**src/design/cgst_pkg.sv**
```systemverilog
`timescale 1ns / 1ps
// ----------------------------------------------------------------------------
// cgst_pkg
// Shared types and constants for the color gradient stop table.
// ----------------------------------------------------------------------------
package cgst_pkg;

    localparam int MaxStopsDefault = 16;
    localparam int CoordW          = 16;
    localparam int ChanW           = 8;
    localparam int ColorW          = 4 * ChanW;

    localparam logic OP_SET    = 1'b0;
    localparam logic OP_LOOKUP = 1'b1;

    localparam logic [1:0] ST_LOOKUP   = 2'd0;
    localparam logic [1:0] ST_INSERTED = 2'd1;
    localparam logic [1:0] ST_REPLACED = 2'd2;
    localparam logic [1:0] ST_FULL     = 2'd3;

    // Request to the shared blend unit and its reply.
    typedef struct packed {
        logic              start;
        logic [ColorW-1:0] lo;
        logic [ColorW-1:0] hi;
        logic [CoordW-1:0] n;
        logic [CoordW-1:0] d;
    } blend_req_t;

    typedef struct packed {
        logic              done;
        logic [ColorW-1:0] color;
    } blend_rsp_t;

endpackage

```
**src/design/cgst_blend.sv**
```systemverilog
`timescale 1ns / 1ps
// ----------------------------------------------------------------------------
// cgst_blend
// Iterative channel blend: one shared multiplier forms lo*(d-n)+hi*n+d/2 for
// each channel, then a shared restoring divider takes one quotient bit a cycle.
// ----------------------------------------------------------------------------
module cgst_blend
    import cgst_pkg::*;
(
    input  logic       aclk,
    input  logic       aresetn,
    input  blend_req_t req,
    output blend_rsp_t rsp
);

    typedef enum logic [3:0] {
        B_IDLE = 4'b0001,
        B_MUL0 = 4'b0010,
        B_MUL1 = 4'b0100,
        B_DIV  = 4'b1000
    } bstate_t;

    // Accumulator fits in 8+16+1 bits: (d*255 + d/2) < 2^25.
    localparam int AccW = ChanW + CoordW + 1;

    bstate_t           state_reg, state_next;
    logic [1:0]        chan_reg, chan_next;
    logic [4:0]        bit_reg, bit_next;
    logic [AccW-1:0]   acc_reg, acc_next;
    logic [CoordW:0]   rem_reg, rem_next;
    logic [ChanW-1:0]  q_reg, q_next;
    logic [ColorW-1:0] lo_reg, hi_reg, out_reg, out_next;
    logic [CoordW-1:0] n_reg, d_reg;
    logic              done_reg, done_next;

    logic [ChanW-1:0]        mul_a;
    logic [CoordW-1:0]       mul_b;
    logic [ChanW+CoordW-1:0] prod;
    logic [CoordW:0]         trial;

    always_comb begin
        mul_a = (state_reg == B_MUL0) ? lo_reg[chan_reg*ChanW +: ChanW]
                                      : hi_reg[chan_reg*ChanW +: ChanW];
        mul_b = (state_reg == B_MUL0) ? (d_reg - n_reg) : n_reg;
    end
    assign prod  = mul_a * mul_b;
    assign trial = {rem_reg[CoordW-1:0], acc_reg[AccW-1]};

    always_comb begin
        state_next = state_reg;
        chan_next  = chan_reg;
        bit_next   = bit_reg;
        acc_next   = acc_reg;
        rem_next   = rem_reg;
        q_next     = q_reg;
        out_next   = out_reg;
        done_next  = 1'b0;
        case (state_reg)
            B_IDLE: begin
                if (req.start) begin
                    state_next = B_MUL0;
                    chan_next  = 2'd0;
                end
            end
            B_MUL0: begin
                acc_next   = AccW'(prod) + AccW'(d_reg >> 1);
                state_next = B_MUL1;
            end
            B_MUL1: begin
                acc_next   = acc_reg + AccW'(prod);
                rem_next   = '0;
                bit_next   = 5'(AccW);
                state_next = B_DIV;
            end
            B_DIV: begin
                // restoring step; quotient fits 8 bits, keep low bits
                if (trial >= {1'b0, d_reg}) begin
                    rem_next = trial - {1'b0, d_reg};
                    q_next   = {q_reg[ChanW-2:0], 1'b1};
                end else begin
                    rem_next = trial;
                    q_next   = {q_reg[ChanW-2:0], 1'b0};
                end
                acc_next = acc_reg << 1;
                bit_next = bit_reg - 5'd1;
                if (bit_reg == 5'd1) begin
                    out_next[chan_reg*ChanW +: ChanW] = q_next;
                    if (chan_reg == 2'd3) begin
                        state_next = B_IDLE;
                        done_next  = 1'b1;
                    end else begin
                        chan_next  = chan_reg + 2'd1;
                        state_next = B_MUL0;
                    end
                end
            end
            default: state_next = B_IDLE;
        endcase
    end

    always_ff @(posedge aclk) begin
        if (!aresetn) begin
            state_reg <= B_IDLE;
            done_reg  <= 1'b0;
        end else begin
            state_reg <= state_next;
            done_reg  <= done_next;
        end
        chan_reg <= chan_next;
        bit_reg  <= bit_next;
        acc_reg  <= acc_next;
        rem_reg  <= rem_next;
        q_reg    <= q_next;
        out_reg  <= out_next;
        if (state_reg == B_IDLE && req.start) begin
            lo_reg <= req.lo;
            hi_reg <= req.hi;
            n_reg  <= req.n;
            d_reg  <= req.d;
        end
    end

    assign rsp.done  = done_reg;
    assign rsp.color = out_reg;

endmodule

```
**src/design/color_gradient_stop_table.sv**
```systemverilog
`timescale 1ns / 1ps
// A set scans to its place, then replaces the stop there, is dropped if the
// table is full, or inserts a stop, shifting the entries above up one entry a
// cycle. A lookup scans to its place and, between two stops, has the blend
// unit mix them and waits for its reply. One item at a time; s_ready is low
// while an item is in work or its result waits on m_. Synchronous active-low
// reset empties the table; stop storage itself is not cleared.
// ----------------------------------------------------------------------------
// color_gradient_stop_table
// Sorted color stop table with linear RGBA lookup between stops.
// ----------------------------------------------------------------------------
module color_gradient_stop_table
    import cgst_pkg::*;
#(
    parameter int MAX_STOPS = MaxStopsDefault
) (
    input  logic              aclk,
    input  logic              aresetn,
    input  logic              s_valid,
    output logic              s_ready,
    input  logic              s_opcode,
    input  logic [CoordW-1:0] s_coord,
    input  logic [ChanW-1:0]  s_in_red,
    input  logic [ChanW-1:0]  s_in_green,
    input  logic [ChanW-1:0]  s_in_blue,
    input  logic [ChanW-1:0]  s_in_alpha,
    output logic              m_valid,
    input  logic              m_ready,
    output logic [ChanW-1:0]  m_out_red,
    output logic [ChanW-1:0]  m_out_green,
    output logic [ChanW-1:0]  m_out_blue,
    output logic [ChanW-1:0]  m_out_alpha,
    output logic [1:0]        m_status
);

    localparam int IdxW = $clog2(MAX_STOPS);
    localparam int CntW = $clog2(MAX_STOPS + 1);

    typedef enum logic [5:0] {
        S_IDLE  = 6'b000001,
        S_SCAN  = 6'b000010,
        S_SHIFT = 6'b000100,
        S_READ  = 6'b001000,
        S_BLEND = 6'b010000,
        S_OUT   = 6'b100000
    } state_t;

    state_t            state_reg, state_next;
    logic [CntW-1:0]   count_reg, count_next;
    logic [CntW-1:0]   idx_reg, idx_next;
    logic              op_reg;
    logic [CoordW-1:0] coord_reg;
    logic [ColorW-1:0] color_reg;
    logic [ColorW-1:0] res_reg, res_next;
    logic [1:0]        status_reg, status_next;
    logic [CoordW-1:0] prev_pos_reg, prev_pos_next;
    logic [ColorW-1:0] prev_col_reg, prev_col_next;

    // small table held in flops, sequential accesses only
    logic [CoordW-1:0] pos_mem [MAX_STOPS];
    logic [ColorW-1:0] col_mem [MAX_STOPS];
    logic [CoordW-1:0] rd_pos;
    logic [ColorW-1:0] rd_col;
    logic [IdxW-1:0]   rd_addr;

    logic              wr_en;
    logic [IdxW-1:0]   wr_addr;
    logic [CoordW-1:0] wr_pos;
    logic [ColorW-1:0] wr_col;

    blend_req_t breq;
    blend_rsp_t brsp;

    cgst_blend u_blend (
        .aclk    (aclk),
        .aresetn (aresetn),
        .req     (breq),
        .rsp     (brsp)
    );

    assign rd_addr = idx_reg[IdxW-1:0];
    assign rd_pos  = pos_mem[rd_addr];
    assign rd_col  = col_mem[rd_addr];

    always_comb begin
        state_next    = state_reg;
        count_next    = count_reg;
        idx_next      = idx_reg;
        res_next      = res_reg;
        status_next   = status_reg;
        prev_pos_next = prev_pos_reg;
        prev_col_next = prev_col_reg;
        wr_en         = 1'b0;
        wr_addr       = rd_addr;
        wr_pos        = coord_reg;
        wr_col        = color_reg;
        breq          = '0;
        case (state_reg)
            S_IDLE: begin
                if (s_valid) begin
                    idx_next   = '0;
                    res_next   = '0;
                    state_next = S_SCAN;
                end
            end
            S_SCAN: begin
                // walk entries until the first position >= coord
                if (idx_reg < count_reg && rd_pos < coord_reg) begin
                    prev_pos_next = rd_pos;
                    prev_col_next = rd_col;
                    idx_next      = idx_reg + 1'b1;
                end else if (op_reg == OP_SET) begin
                    if (idx_reg < count_reg && rd_pos == coord_reg) begin
                        wr_en       = 1'b1;
                        status_next = ST_REPLACED;
                        state_next  = S_OUT;
                    end else if (count_reg == CntW'(MAX_STOPS)) begin
                        status_next = ST_FULL;
                        state_next  = S_OUT;
                    end else begin
                        status_next = ST_INSERTED;
                        idx_next    = count_reg;
                        count_next  = count_reg + 1'b1;
                        state_next  = S_SHIFT;
                        prev_pos_next = {CoordW{1'b0}};
                        // the insertion point is kept in prev_col low bits;
                        // S_SHIFT compares idx against it to stop the shift
                        prev_col_next = ColorW'(idx_reg);
                    end
                end else begin
                    status_next = ST_LOOKUP;
                    if (count_reg == '0) begin
                        state_next = S_OUT;
                    end else if (idx_reg == '0) begin
                        res_next   = rd_col;   // at or below first stop
                        state_next = S_OUT;
                    end else if (idx_reg == count_reg) begin
                        res_next   = prev_col_reg; // beyond last stop
                        state_next = S_OUT;
                    end else if (rd_pos == coord_reg) begin
                        res_next   = rd_col;   // exactly on a stop: n = d
                        state_next = S_OUT;
                    end else begin
                        state_next = S_BLEND;
                        breq.start = 1'b1;
                        breq.lo    = prev_col_reg;
                        breq.hi    = rd_col;
                        breq.n     = coord_reg - prev_pos_reg;
                        breq.d     = rd_pos - prev_pos_reg;
                    end
                end
            end
            S_SHIFT: begin
                // move entry idx-1 up one place, down to the insertion point
                wr_en = 1'b1;
                if (idx_reg == CntW'(prev_col_reg)) begin
                    state_next = S_OUT;
                end else begin
                    wr_pos   = pos_mem[IdxW'(idx_reg - 1'b1)];
                    wr_col   = col_mem[IdxW'(idx_reg - 1'b1)];
                    idx_next = idx_reg - 1'b1;
                end
            end
            S_READ: state_next = S_BLEND;
            S_BLEND: begin
                if (brsp.done) begin
                    res_next   = brsp.color;
                    state_next = S_OUT;
                end
            end
            S_OUT: begin
                if (m_ready) state_next = S_IDLE;
            end
            default: state_next = S_IDLE;
        endcase
    end

    always_ff @(posedge aclk) begin
        if (!aresetn) begin
            state_reg <= S_IDLE;
            count_reg <= '0;
        end else begin
            state_reg <= state_next;
            count_reg <= count_next;
        end
        idx_reg      <= idx_next;
        res_reg      <= res_next;
        status_reg   <= status_next;
        prev_pos_reg <= prev_pos_next;
        prev_col_reg <= prev_col_next;
        if (state_reg == S_IDLE && s_valid) begin
            op_reg    <= s_opcode;
            coord_reg <= s_coord;
            color_reg <= {s_in_alpha, s_in_blue, s_in_green, s_in_red};
        end
        if (wr_en) begin
            pos_mem[wr_addr] <= wr_pos;
            col_mem[wr_addr] <= wr_col;
        end
    end

    assign s_ready     = (state_reg == S_IDLE);
    assign m_valid     = (state_reg == S_OUT);
    assign m_out_red   = res_reg[0*ChanW +: ChanW];
    assign m_out_green = res_reg[1*ChanW +: ChanW];
    assign m_out_blue  = res_reg[2*ChanW +: ChanW];
    assign m_out_alpha = res_reg[3*ChanW +: ChanW];
    assign m_status    = status_reg;

endmodule

```
**config.mk**
```make
export PLATFORM = sky130hd
export DESIGN_NAME = color_gradient_stop_table
export DESIGN_NICKNAME = d
export VERILOG_FILES = /design/src/design/cgst_pkg.sv /design/src/design/cgst_blend.sv /design/src/design/color_gradient_stop_table.sv
export SDC_FILE = /design/constraint.sdc
export NUM_CORES = 2
export LEC_CHECK = 0
export BUFFER_PORTS_ARGS = -buffer_cell sky130_fd_sc_hd__buf_2
export CAP_MARGIN = 0
export CORE_UTILIZATION = 67
export CTS_BUF_LIST = sky130_fd_sc_hd__clkbuf_2 sky130_fd_sc_hd__clkbuf_4 sky130_fd_sc_hd__clkbuf_8
export DETAILED_ROUTE_END_ITERATION = 12
export GPL_TIMING_DRIVEN = 0
export PLACE_DENSITY = 0.85
export SLEW_MARGIN = 10
export SYNTH_ARGS = -nofsm -noshare
export SYNTH_HDL_FRONTEND = slang
export SYNTH_SLANG_ARGS = --single-unit
export TNS_END_PERCENT = 1
```
**constraint.sdc**
```tcl
create_clock -name aclk -period 15.25 [get_ports aclk]
set_input_delay 1.525 -clock aclk [delete_from_list [all_inputs] [get_ports aclk]]
set_output_delay 1.525 -clock aclk [all_outputs]
set_load 0.005 [all_outputs]
```
==> impl_metrics.yaml <==
status:
  status: "completed"
detailed_routing:
  drt_wl_total_um: 170000
  dr.pass1.iters: 6
  drt_iter0_drc: 5543
  post_drt_wl_per_cell_um: 32.7
  ant_nets: 0
  routed_via_density: 7.30
  num_vias: 38000
  drc: 0
hold_path:
  min_from: "u_blend.out_reg[5]"
  hold_path_end: "res_reg[5]"
  holdPathStages: 2
  hp-class: "flop to flop"
floorplanning:
  core_area_mm2: 0.0853
  die_w_um: 296
  die_y_um: 296
  num_rows: 107
  io_pins: 89
  start_util_pct: 67.8
  dieArea_mm2: 0.0874
cells_and_area:
  reg_top3: "col_mem (512), pos_mem (256)"
  fillers: 4619
  drive_above_1_share_pct: 26.7
  area_growth_pct: 11.4
  fin_cells: 5210
  nets: 4230
  largest_reg_flops: 512
  regMostFlops: "col_mem"
worst_setup_path:
  endpoint_kind: "flop"
  worstPathRequired_ns: 15.87
  rrSetupSlack_ns: 6.29
  timing.rr.end: "u_blend.acc_reg[23]"
  crit_top_cell: "fa_1"
  reg2reg_depth: 31
  crit_slowest_cell: "a2111oi_0"
  critPathMaxFanout: 8
  critPathArrivalTime_ns: 9.58
  critPathLaunchType: "flop"
  worstReg2RegStart: "u_blend.d_reg[0]"
  critical_path.max_stage_delay_ns: 0.75
  path_class: "flop to flop"
global_routing:
  antenna_found_initial: 11
  gr-total-overflow: 0
  grt_pass1_wl_um: 244000
  gr-usage-all-layers_pct: 39.6
  grt_max_degree: 50
  grt_pass1_vias: 37800
logic_synthesis:
  synth_common_cells: "edfxtp_1, mux4_2, nor2_1"
  synth_edf_count: 1087
  synth_area_mm2: 0.0578
  yosys-top-cells-area: "edfxtp_1, mux4_2, ha_1"
  yosys_warnings: 0
  synth_top_area_share_pct: 56.5
  ys_async_sr_fraction_pct: 0
  synth_nets: 3895
  ys_types: 77
  synth_flop_cell: "edfxtp_1"
  syn_inst: 3588
  avgSynthCellArea_um2: 16.1
  yosys.area.top_type: "edfxtp_1"
  yosysMostFrequentCell: "edfxtp_1"
  synth_seq_cells: 1106
  ys_seq_area_share_pct: 57.1
power_and_ir_drop:
  power_density_mw_per_mm2: 119
  p_leak_nw: 22.0
  ir_drop_mv: 0.112
timing:
  post-route-min-period_ns: 8.96
  fin_setup_tns_ns: 0
  finClkSkew_ns: 0.0605
  worst_slack_ns: 6.29
  timing.final.max_slew_violations: 0
  worst_pin_slew_ns: 1.27
  finalSetupViolCount: 0
  fmax_mhz: 112
  final_hold_viol_count: 0
  slew_headroom_pct: 15.0
  rsz0062_at_grt: "no"
  final.period_utilization_pct: 58.8
placement:
  hpwl_um: 119000
  dp_cells: 4889
  detailedPlace.worstSlack_ns: 6.42
  portBuffers: 88
  place.gp.congestion: 0.923
clock_network:
  numClockSinks: 1106
  path_clk_slew_ns: 0.06
  cts_setup_buffers: 0
  clk_latency_ns: 0.89
  clockBufferDepth: 3
  cts_tree: "done"
  cts_resized: 0
  cts_hold_buf: 0
  htreeDepth: 4
  numCtsBuffers: 173
  cts_root_buf: "clkbuf_8"
flow_run:
  max-cap-violations: 0
cell type report:
cell class	count	area, µm²	share of cell area (%)
timing repair buffer	160	1680	2.61
multi-input combinational	2116	23400	36.3
antenna	11	27.5	0.0428
sequential	1106	33000	51.3
tap	1144	1430	2.22
clock inverter	70	412	0.639
clock buffer	237	2890	4.48
buffer	179	830	1.29
inverter	187	704	1.09
cells in the final DEF (no fill, tap or decap), types with 101 or more instances in the layout:
cell	n
and2_1	130
buf_2	137
clkbuf_1	101
clkbuf_8	177
edfxtp_1	1087
ha_1	165
inv_1	184
mux4_2	496
nand2_1	158
nor2_1	227
o21ai_0	113
per-stage QoR:
step / utilization [%] / area (µm²) / power (mW) / hold slack [ns]
6_report: 75.5 / 64400 / 7.64 / 0.525
5_1_grt: 75.5 / 64400 / 7.79 / 0.549
4_1_cts: 75.4 / 64300 / 7.56 / 0.525
3_5_place_dp: 71.6 / 61000 / 5.17 / 0.508
3_3_place_gp: 70.0 / 59700 / 5.08 / 0.509
2_1_floorplan: - / 57800 / 4.59 / 0.462
logic make-up (layout without fill, tap and decap cells):
logic type | count (synthesis) | in the layout | synth area share, %
AOI/OAI and AO/OA | 394 | 394 | 4.24
xor gates and xnor gates | 84 | 84 | 1.27
adders and majority gates | 254 | 254 | 6.66
buffers and inverters | 366 | 833 | 2.64
DFF | 1106 | 1106 | 57.1
muxes | 590 | 590 | 21.2
other | 0 | 11 | 0
and+or+nand+nor | 794 | 794 | 6.84
worst max path at each step:
stage          slack (ns)             endpoint              from  cells after the start
2_1_floorplan        7.15  u_blend.chan_reg[0]              flop                     13
3_3_place_gp         1.71       col_mem[0][11]              flop                     13
3_5_place_dp         6.42  u_blend.acc_reg[23]  u_blend.d_reg[0]                     31
4_1_cts              6.40  u_blend.acc_reg[23]  u_blend.d_reg[0]                     31
5_1_grt              5.81  u_blend.acc_reg[23]  u_blend.d_reg[0]                     31
6_report             6.29  u_blend.acc_reg[23]  u_blend.d_reg[0]                     31
report_power, final:
part	leakage [nW]	internal, mW	switching, mW
registers	10.1	3.40	0.0228
logic	10.2	0.736	1.03
clock network	1.74	1.26	1.19
total	22.0	5.40	2.24
per-layer routing:
layer / vias to the layer above / share of wire, % / global-route usage [%]
li1: 14900 / - / -
met1: 18600 / 31 / 48.5
met2: 3664 / 46 / 60.4
met3: 866 / 15 / 13.4
met4: 10 / 7.5 / 26.2
met5: - / 0.040 / 0
critical path: cells and delay by family (launching register included):
| family | cells | cell delay, ns |
|---|---|---|
| AND/OR/NAND/NOR | 8 | 1.13 |
| adder cells (fa/ha/maj) | 8 | 3.43 |
| buffers and inverters | 3 | 0.15 |
| AO/OA/AOI/OAI | 11 | 2.99 |
| flip-flops | 1 | 0.40 |
| XOR/XNOR | 1 | 0.60 |
No activity file was read; power rests on OpenSTA's default activity.
